File: src/uer_pkg.sv
`timescale 1ns / 1ps
// Package for the ultrasonic echo ranger: widths, reset values, codes and
// the structs passed between the ranger modules. No dependencies.
package uer_pkg;

    // Width of the phase and echo tick counters
    localparam int COUNT_W      = 20;
    // Echo ticks per centimetre of range
    localparam int TICKS_PER_CM = 58;
    // Width of the running remainder of the echo count by TICKS_PER_CM
    localparam int REM_W        = $clog2(TICKS_PER_CM + 1);
    localparam int DIST_W       = 15;
    localparam int STATUS_W     = 2;

    localparam logic [REM_W-1:0]  REM_LAST = REM_W'(TICKS_PER_CM - 1);
    localparam logic [DIST_W-1:0] DIST_MAX = {DIST_W{1'b1}};

    // Configuration register indexes
    localparam int CFG_INDEX_W = 2;
    localparam logic [CFG_INDEX_W-1:0] CFG_PRE_LOW      = 2'd0;
    localparam logic [CFG_INDEX_W-1:0] CFG_TRIGGER_HIGH = 2'd1;
    localparam logic [CFG_INDEX_W-1:0] CFG_TIMEOUT      = 2'd2;

    localparam int PRE_LOW_W  = 8;
    localparam int TRIG_HI_W  = 8;
    localparam int TIMEOUT_W  = 20;

    // Reset values of the configuration registers
    localparam logic [PRE_LOW_W-1:0] PRE_LOW_RST = 8'd5;
    localparam logic [TRIG_HI_W-1:0] TRIG_HI_RST = 8'd10;
    localparam logic [TIMEOUT_W-1:0] TIMEOUT_RST = 20'd1000000;

    // Measurement outcome codes
    typedef enum logic [STATUS_W-1:0] {
        STATUS_OK        = 2'd0,
        STATUS_NO_ECHO   = 2'd1,
        STATUS_ECHO_LONG = 2'd2
    } status_t;

    // Configuration as seen by the measurement core
    typedef struct packed {
        logic [PRE_LOW_W-1:0] pre_low_ticks;
        logic [TRIG_HI_W-1:0] trigger_high_ticks;
        logic [TIMEOUT_W-1:0] timeout_ticks;
    } cfg_t;

    // One result beat
    typedef struct packed {
        logic              trigger_level;
        logic              busy_res;
        logic              done_res;
        logic [DIST_W-1:0] distance_cm;
        status_t           status;
    } res_t;

endpackage

File: src/uer_cfg_regs.sv
`timescale 1ns / 1ps
// Configuration register file of the ultrasonic echo ranger.
// Depends on uer_pkg for indexes, widths and reset values.
module uer_cfg_regs (
    input  logic                            aclk,
    input  logic                            aresetn,
    input  logic                            cfg_valid,
    input  logic [uer_pkg::CFG_INDEX_W-1:0] cfg_index,
    input  logic [uer_pkg::TIMEOUT_W-1:0]   cfg_data,
    output uer_pkg::cfg_t                   cfg
);

    uer_pkg::cfg_t cfg_reg;

    // Writes are always taken; an index beyond the list is dropped.
    always_ff @(posedge aclk) begin
        if (!aresetn) begin
            cfg_reg.pre_low_ticks      <= uer_pkg::PRE_LOW_RST;
            cfg_reg.trigger_high_ticks <= uer_pkg::TRIG_HI_RST;
            cfg_reg.timeout_ticks      <= uer_pkg::TIMEOUT_RST;
        end else if (cfg_valid) begin
            case (cfg_index)
                uer_pkg::CFG_PRE_LOW: begin
                    cfg_reg.pre_low_ticks <= cfg_data[uer_pkg::PRE_LOW_W-1:0];
                end
                uer_pkg::CFG_TRIGGER_HIGH: begin
                    cfg_reg.trigger_high_ticks <= cfg_data[uer_pkg::TRIG_HI_W-1:0];
                end
                uer_pkg::CFG_TIMEOUT: begin
                    cfg_reg.timeout_ticks <= cfg_data;
                end
                default: begin
                end
            endcase
        end
    end

    assign cfg = cfg_reg;

endmodule

File: src/uer_core.sv
`timescale 1ns / 1ps
// Measurement sequencer of the ultrasonic echo ranger: phase state, tick
// counters and the running quotient. Depends on uer_pkg.
module uer_core (
    input  logic          aclk,
    input  logic          aresetn,
    input  logic          step,
    input  logic          start_req,
    input  logic          echo_level,
    input  uer_pkg::cfg_t cfg,
    output uer_pkg::res_t res
);

    typedef enum logic [4:0] {
        PH_IDLE = 5'b00001,
        PH_PRE  = 5'b00010,
        PH_HIGH = 5'b00100,
        PH_WAIT = 5'b01000,
        PH_MEAS = 5'b10000
    } phase_t;

    phase_t                          phase_reg, phase_next;
    logic [uer_pkg::COUNT_W-1:0]     phase_cnt_reg, phase_cnt_next;
    logic [uer_pkg::COUNT_W-1:0]     echo_cnt_reg, echo_cnt_next;
    logic [uer_pkg::REM_W-1:0]       rem_reg, rem_next;
    logic [uer_pkg::DIST_W-1:0]      quot_reg, quot_next;
    logic [uer_pkg::DIST_W-1:0]      dist_reg, dist_next;
    uer_pkg::status_t                status_reg, status_next;
    logic [uer_pkg::COUNT_W-1:0]     limit;

    // Timeout limit; zero behaves as one.
    always_comb begin
        limit = uer_pkg::COUNT_W'(cfg.timeout_ticks);
        if (limit == '0) begin
            limit = uer_pkg::COUNT_W'(1);
        end
    end

    // One tick: phases of zero length fall through within the same tick.
    always_comb begin
        logic settled;
        logic trig;
        logic busy;
        logic done;
        settled        = 1'b0;
        trig           = 1'b0;
        busy           = 1'b0;
        done           = 1'b0;
        phase_next     = phase_reg;
        phase_cnt_next = phase_cnt_reg;
        echo_cnt_next  = echo_cnt_reg;
        rem_next       = rem_reg;
        quot_next      = quot_reg;
        dist_next      = dist_reg;
        status_next    = status_reg;

        if (phase_next == PH_IDLE) begin
            if (start_req) begin
                phase_next     = PH_PRE;
                phase_cnt_next = '0;
                echo_cnt_next  = '0;
            end else begin
                settled = 1'b1;
            end
        end

        // Trigger held low before the pulse
        if (!settled && phase_next == PH_PRE) begin
            if (phase_cnt_next < uer_pkg::COUNT_W'(cfg.pre_low_ticks)) begin
                phase_cnt_next = phase_cnt_next + 1'b1;
                busy           = 1'b1;
                settled        = 1'b1;
            end else begin
                phase_next     = PH_HIGH;
                phase_cnt_next = '0;
            end
        end

        // Trigger pulse
        if (!settled && phase_next == PH_HIGH) begin
            if (phase_cnt_next < uer_pkg::COUNT_W'(cfg.trigger_high_ticks)) begin
                phase_cnt_next = phase_cnt_next + 1'b1;
                trig           = 1'b1;
                busy           = 1'b1;
                settled        = 1'b1;
            end else begin
                phase_next     = PH_WAIT;
                phase_cnt_next = '0;
            end
        end

        // Waiting for the echo to rise
        if (!settled && phase_next == PH_WAIT) begin
            if (echo_level) begin
                phase_next    = PH_MEAS;
                echo_cnt_next = '0;
                rem_next      = '0;
                quot_next     = '0;
            end else begin
                phase_cnt_next = phase_cnt_next + 1'b1;
                if (phase_cnt_next >= limit) begin
                    dist_next   = '0;
                    status_next = uer_pkg::STATUS_NO_ECHO;
                    phase_next  = PH_IDLE;
                    done        = 1'b1;
                end else begin
                    busy = 1'b1;
                end
                settled = 1'b1;
            end
        end

        // Timing the echo; the quotient by TICKS_PER_CM is kept as it counts.
        if (!settled && phase_next == PH_MEAS) begin
            if (echo_level) begin
                echo_cnt_next = echo_cnt_next + 1'b1;
                if (rem_next == uer_pkg::REM_LAST) begin
                    rem_next = '0;
                    if (quot_next != uer_pkg::DIST_MAX) begin
                        quot_next = quot_next + 1'b1;
                    end
                end else begin
                    rem_next = rem_next + 1'b1;
                end
                if (echo_cnt_next >= limit) begin
                    dist_next   = '0;
                    status_next = uer_pkg::STATUS_ECHO_LONG;
                    phase_next  = PH_IDLE;
                    done        = 1'b1;
                end else begin
                    busy = 1'b1;
                end
            end else begin
                dist_next   = quot_next;
                status_next = uer_pkg::STATUS_OK;
                phase_next  = PH_IDLE;
                done        = 1'b1;
            end
            settled = 1'b1;
        end

        // Any code outside the one-hot set recovers to idle.
        if (!settled) begin
            phase_next = PH_IDLE;
        end

        res.trigger_level = trig;
        res.busy_res      = busy;
        res.done_res      = done;
        res.distance_cm   = dist_next;
        res.status        = status_next;
    end

    // State advances once per accepted tick.
    always_ff @(posedge aclk) begin
        if (!aresetn) begin
            phase_reg     <= PH_IDLE;
            phase_cnt_reg <= '0;
            echo_cnt_reg  <= '0;
            rem_reg       <= '0;
            quot_reg      <= '0;
            dist_reg      <= '0;
            status_reg    <= uer_pkg::STATUS_OK;
        end else if (step) begin
            phase_reg     <= phase_next;
            phase_cnt_reg <= phase_cnt_next;
            echo_cnt_reg  <= echo_cnt_next;
            rem_reg       <= rem_next;
            quot_reg      <= quot_next;
            dist_reg      <= dist_next;
            status_reg    <= status_next;
        end
    end

endmodule

File: src/ultrasonic_echo_ranger_unit.sv
`timescale 1ns / 1ps
// Top level of the ultrasonic echo ranger: input and output beat registers
// around the sequencer. Depends on uer_pkg, uer_cfg_regs and uer_core.
//
//   Channel  Direction  Beat carries
//   s_       in         one microsecond tick: start request, echo level
//   m_       out        one result per tick: trigger, busy, done, distance, status
//   cfg_     in         register index and value, always ready
//
// Each tick beat is registered, stepped through the sequencer and lands in
// the output register, so one beat per cycle is sustained while m_ is not
// stalled; the beat passes the input and then the output register. The
// combinational step through the phase fall-through logic sets that rate.
// Reset (aresetn low at a clock edge) empties both beat registers and returns
// to idle with the default configuration. A stall on m_ holds the output
// beat; the input register then takes a beat only while it is empty.
module ultrasonic_echo_ranger_unit (
    input  logic                            aclk,
    input  logic                            aresetn,
    input  logic                            s_tvalid,
    output logic                            s_tready,
    input  logic [7:0]                      s_tdata,   // [0] start_req, [1] echo_level
    output logic                            m_tvalid,
    input  logic                            m_tready,
    output logic [23:0]                     m_tdata,   // [0] trigger_level, [1] busy_res,
                                                       // [2] done_res, [17:3] distance_cm,
                                                       // [19:18] status
    input  logic                            cfg_valid,
    output logic                            cfg_ready,
    input  logic [uer_pkg::CFG_INDEX_W-1:0] cfg_index,
    input  logic [uer_pkg::TIMEOUT_W-1:0]   cfg_data
);

    localparam int RES_W = $bits(uer_pkg::res_t);

    logic          in_valid_reg;
    logic          in_start_reg;
    logic          in_echo_reg;
    logic          out_valid_reg;
    uer_pkg::res_t out_res_reg;
    uer_pkg::res_t res;
    uer_pkg::cfg_t cfg;
    logic          advance;

    assign cfg_ready = 1'b1;

    uer_cfg_regs u_cfg (
        .aclk      (aclk),
        .aresetn   (aresetn),
        .cfg_valid (cfg_valid),
        .cfg_index (cfg_index),
        .cfg_data  (cfg_data),
        .cfg       (cfg)
    );

    uer_core u_core (
        .aclk       (aclk),
        .aresetn    (aresetn),
        .step       (advance),
        .start_req  (in_start_reg),
        .echo_level (in_echo_reg),
        .cfg        (cfg),
        .res        (res)
    );

    // A registered beat moves on when the output register is free or emptying.
    assign advance  = in_valid_reg && (!out_valid_reg || m_tready);
    assign s_tready = !in_valid_reg || advance;

    // Input beat register
    always_ff @(posedge aclk) begin
        if (!aresetn) begin
            in_valid_reg <= 1'b0;
        end else if (s_tvalid && s_tready) begin
            in_valid_reg <= 1'b1;
        end else if (advance) begin
            in_valid_reg <= 1'b0;
        end
    end

    always_ff @(posedge aclk) begin
        if (s_tvalid && s_tready) begin
            in_start_reg <= s_tdata[0];
            in_echo_reg  <= s_tdata[1];
        end
    end

    // Output beat register
    always_ff @(posedge aclk) begin
        if (!aresetn) begin
            out_valid_reg <= 1'b0;
        end else if (advance) begin
            out_valid_reg <= 1'b1;
        end else if (m_tready) begin
            out_valid_reg <= 1'b0;
        end
    end

    always_ff @(posedge aclk) begin
        if (advance) begin
            out_res_reg <= res;
        end
    end

    assign m_tvalid = out_valid_reg;
    assign m_tdata  = {{(24 - RES_W){1'b0}},
                       out_res_reg.status,
                       out_res_reg.distance_cm,
                       out_res_reg.done_res,
                       out_res_reg.busy_res,
                       out_res_reg.trigger_level};

`ifndef SYNTHESIS
    // A finishing tick is never also a busy tick.
    a_done_not_busy: assert property (@(posedge aclk) disable iff (!aresetn)
        out_valid_reg |-> !(out_res_reg.done_res && out_res_reg.busy_res))
        else $error("done and busy set on the same result");

    // The trigger is only driven during a measurement.
    a_trigger_busy: assert property (@(posedge aclk) disable iff (!aresetn)
        out_valid_reg && out_res_reg.trigger_level |-> out_res_reg.busy_res)
        else $error("trigger high outside a measurement");

    // A failed measurement reports no distance.
    a_fail_zero: assert property (@(posedge aclk) disable iff (!aresetn)
        out_valid_reg && out_res_reg.done_res &&
        (out_res_reg.status == uer_pkg::STATUS_NO_ECHO ||
         out_res_reg.status == uer_pkg::STATUS_ECHO_LONG)
        |-> out_res_reg.distance_cm == '0)
        else $error("nonzero distance after a timeout");

    // A stalled input beat is not lost.
    a_in_hold: assert property (@(posedge aclk) disable iff (!aresetn)
        in_valid_reg && !advance |=> in_valid_reg)
        else $error("input beat dropped while stalled");
`endif

endmodule
File: config.mk
export PLATFORM = sky130hd
export DESIGN_NAME = ultrasonic_echo_ranger_unit
export DESIGN_NICKNAME = d
export VERILOG_FILES = /design/src/uer_pkg.sv /design/src/uer_cfg_regs.sv /design/src/uer_core.sv /design/src/ultrasonic_echo_ranger_unit.sv
export SDC_FILE = /design/constraint.sdc
export NUM_CORES = 1
export LEC_CHECK = 0
export ABC_AREA = 1
export BUFFER_PORTS_ARGS = -buffer_cell sky130_fd_sc_hd__buf_2
export CORE_UTILIZATION = 35
export DETAILED_ROUTE_END_ITERATION = 10
export GPL_ROUTABILITY_DRIVEN = 0
export GPL_TIMING_DRIVEN = 1
export SKIP_CTS_REPAIR_TIMING = 1
export SLEW_MARGIN = 0
export SYNTH_ARGS = -nofsm -noshare
export SYNTH_HDL_FRONTEND = slang
export SYNTH_SLANG_ARGS = --single-unit
File: constraint.sdc
create_clock -name aclk -period 7.2 [get_ports aclk]
set_clock_uncertainty 0.05 [all_clocks]
set_input_delay 0.36 -clock aclk [delete_from_list [all_inputs] [get_ports aclk]]
set_output_delay 0.36 -clock aclk [all_outputs]
set_load 0.1 [all_outputs]
==> results.toml <==
[global_route]
grt_pass1_vias = 9442
overflow = 0
antenna_found_initial = 0
grt_max_degree = 88
grt_use_total_pct = 19.9
grt_pass1_wl_um = 46300

[sta]
max_freq_mhz = 138
hold_viol_final = 0
fin_ws_ps = -52.4
worst_pin_slew_ps = 1010
rsz0062_at_grt = "yes"
finalCritPeriodShare_pct = 101
setup_violations = 5
post-route-min-period_ps = 7250
max_slew_margin_pct = 32.9
drv_slew = 0

[synthesis]
yosysWarnings = 0
synth_top_area_share_pct = 24.1
synth-main-ff-cell = "dfxtp_1"
ys_top_cells_by_area = "dfxtp_1 24%, nand2_1 11%, inv_1 8.4%, a21oi_1 7.8%, ha_1 7.6%"
syn_inst = 1511
synth.distinct_cells = 57
syn_avg_cell_area_um2 = 6.65
synthArstFlopShare_pct = 0
ys_ff_latch = 143
ys_seq_area_share_pct = 30.7
synth_top_cell_by_area = "dfxtp_1"
synth_edf_count = 22
mappedNetlistArea_um2 = 10000

[power]
p_leak_nw = 6.15
power.total_mw = 2.14
power_density_nw_per_um2 = 156
ir_worst_vdd_v = 0.000148

[job]
maxCapViolCount = 0

[detailed_routing]
drtIter0Drc = 635
via_count = 10400
drt.antenna.violating_nets = 0
routed_wl_um = 30600
drc = 0
dr.pass1.iters = 5
detail_route.wl_per_cell_um = 14.6
viasPerCell = 4.99

[cells_and_area]
largest_reg_flops = 36
fillers = 2735
nNetsFinal = 1798
diodes = 0
layout_common_cells = "246 x nand2_1, 206 x inv_1, 147 x buf_4"
syn_to_final_growth_pct = 36.3
utilization_pct = 48.9
layout-drive-gt1-share_pct = 30.0
ff_latch_area_um2 = 3080
mostFrequentLayoutCell = "nand2_1"
multi_input_comb_area_um2 = 6730

[place]
dp.final_hpwl_um = 20100
io_buffers = 50

[critical_path]
rrSetupSlack_ps = -50
max_stage_delay_ps = 340
path_class = "reg -> reg"
crit_fanout = 24
crit_arrival_ps = 7560
cp_slowest_cell = "dfxtp_2"
cp-end-kind = "flop"
crit_required_ps = 7510
critPathLaunchType = "flop"

[min_path]
hp-class = "in -> reg"

[clocking]
clock-sinks = 143
path_clk_slew_ps = 70
insertion_delay_ps = 430
cts_tree = "built"
numCtsBuffers = 17
clk_path_buf_depth = 2
root_buffer = "clkbuf_16"
h-tree-depth = 4

[die]
fp.dieW_um = 171
rows = 61
dieArea_um2 = 29400
initial_core_util_pct = 35.9
ios = 62
die_h_um = 171
core-area_um2 = 28000

[status]
violations = "setup timing"
status = "finished with violations"
[critical path: cells and delay by family, from the launching register on]
kind | cells | cell delay (ps)
buffers and inverters | 15 | 1650
AOI/OAI and AO/OA | 14 | 2110
xor gates and xnor gates | 1 | 180
and+or+nand+nor | 18 | 2210
DFF | 1 | 340
adders and majority gates | 3 | 620
[synth_stat cells, types with 7 or more instances]
cell      number
a21oi_1      156
buf_4          7
buf_6          9
clkbuf_1      43
dfxtp_1      121
edfxtp_1      22
ha_1          61
inv_1        225
inv_2         15
nand2_1      284
nand3_1       88
nand3_2        9
nand4_1       31
nor2_1       184
nor2_2        12
nor3_1        18
o211ai_1      17
o21ai_0       77
o21ai_1       24
xnor2_1        8
xor2_1        26
[where the power goes]
part | switching [mW] | internal [mW]
Sequential | 0.0177 | 0.843
Clock | 0.426 | 0.467
Combinational | 0.260 | 0.128
[area by class of cell]
type                       count  area share, %
multi-input combinational   1064           49.1
sequential                   143           22.5
timing repair buffer         232           13.5
inverter                     243           6.96
tap                          378           3.45
clock buffer                  17           3.11
clock inverter                15           1.23
timing repair inverter         1         0.0640
[stage by stage]
stage	TNS (ps)	instance area (µm²)	std cells	setup WS [ps]	hold slack, ps
final	-118	13700	2093	-52.4	61.2
after global routing	-25790	13700	2093	-467	53.7
after CTS	-9560	12100	2049	-209	38.7
after detailed placement	-6100	11500	2017	-159	406
after global placement	0	11500	2017	53.9	401
after floorplan	0	10100	1514	495	379
[kinds of logic (layout without fill, tap and decap cells)]
| group | Yosys count | count (layout) | synth area share [%] |
|---|---|---|---|
| AO/OA/AOI/OAI | 296 | 297 | 16.0 |
| other | 2 | 5 | 0.0747 |
| AND/OR/NAND/NOR | 666 | 666 | 30.1 |
| XOR/XNOR | 35 | 35 | 3.13 |
| adder cells (fa/ha/maj) | 61 | 61 | 7.60 |
| flip-flops | 143 | 143 | 30.7 |
| buffers and inverters | 308 | 508 | 12.5 |
[path summary, 6_finish.rpt]
check / startpoint / endpoint / cells past startpoint
worst max-delay path: u_core.phase_reg[0] / u_core.echo_cnt_reg[1] / 51
worst min-delay path: s_tdata[1] / in_echo_reg / 1
worst max register to register: u_core.phase_reg[0] / u_core.echo_cnt_reg[1] / 51
worst min register to register: u_core.rem_reg[1] / u_core.rem_reg[1] / 2
[metal layers]
layer / share of wire, % / track usage [%] / vias up
li1: - / - / 5275
met1: 46 / 26.0 / 4879
met2: 47 / 32.8 / 237
met3: 4.0 / 2.97 / 52
met4: 2.8 / 7.80 / 0
met5: 0 / 0 / -
Note: power is estimated with default switching activity, not from simulation.
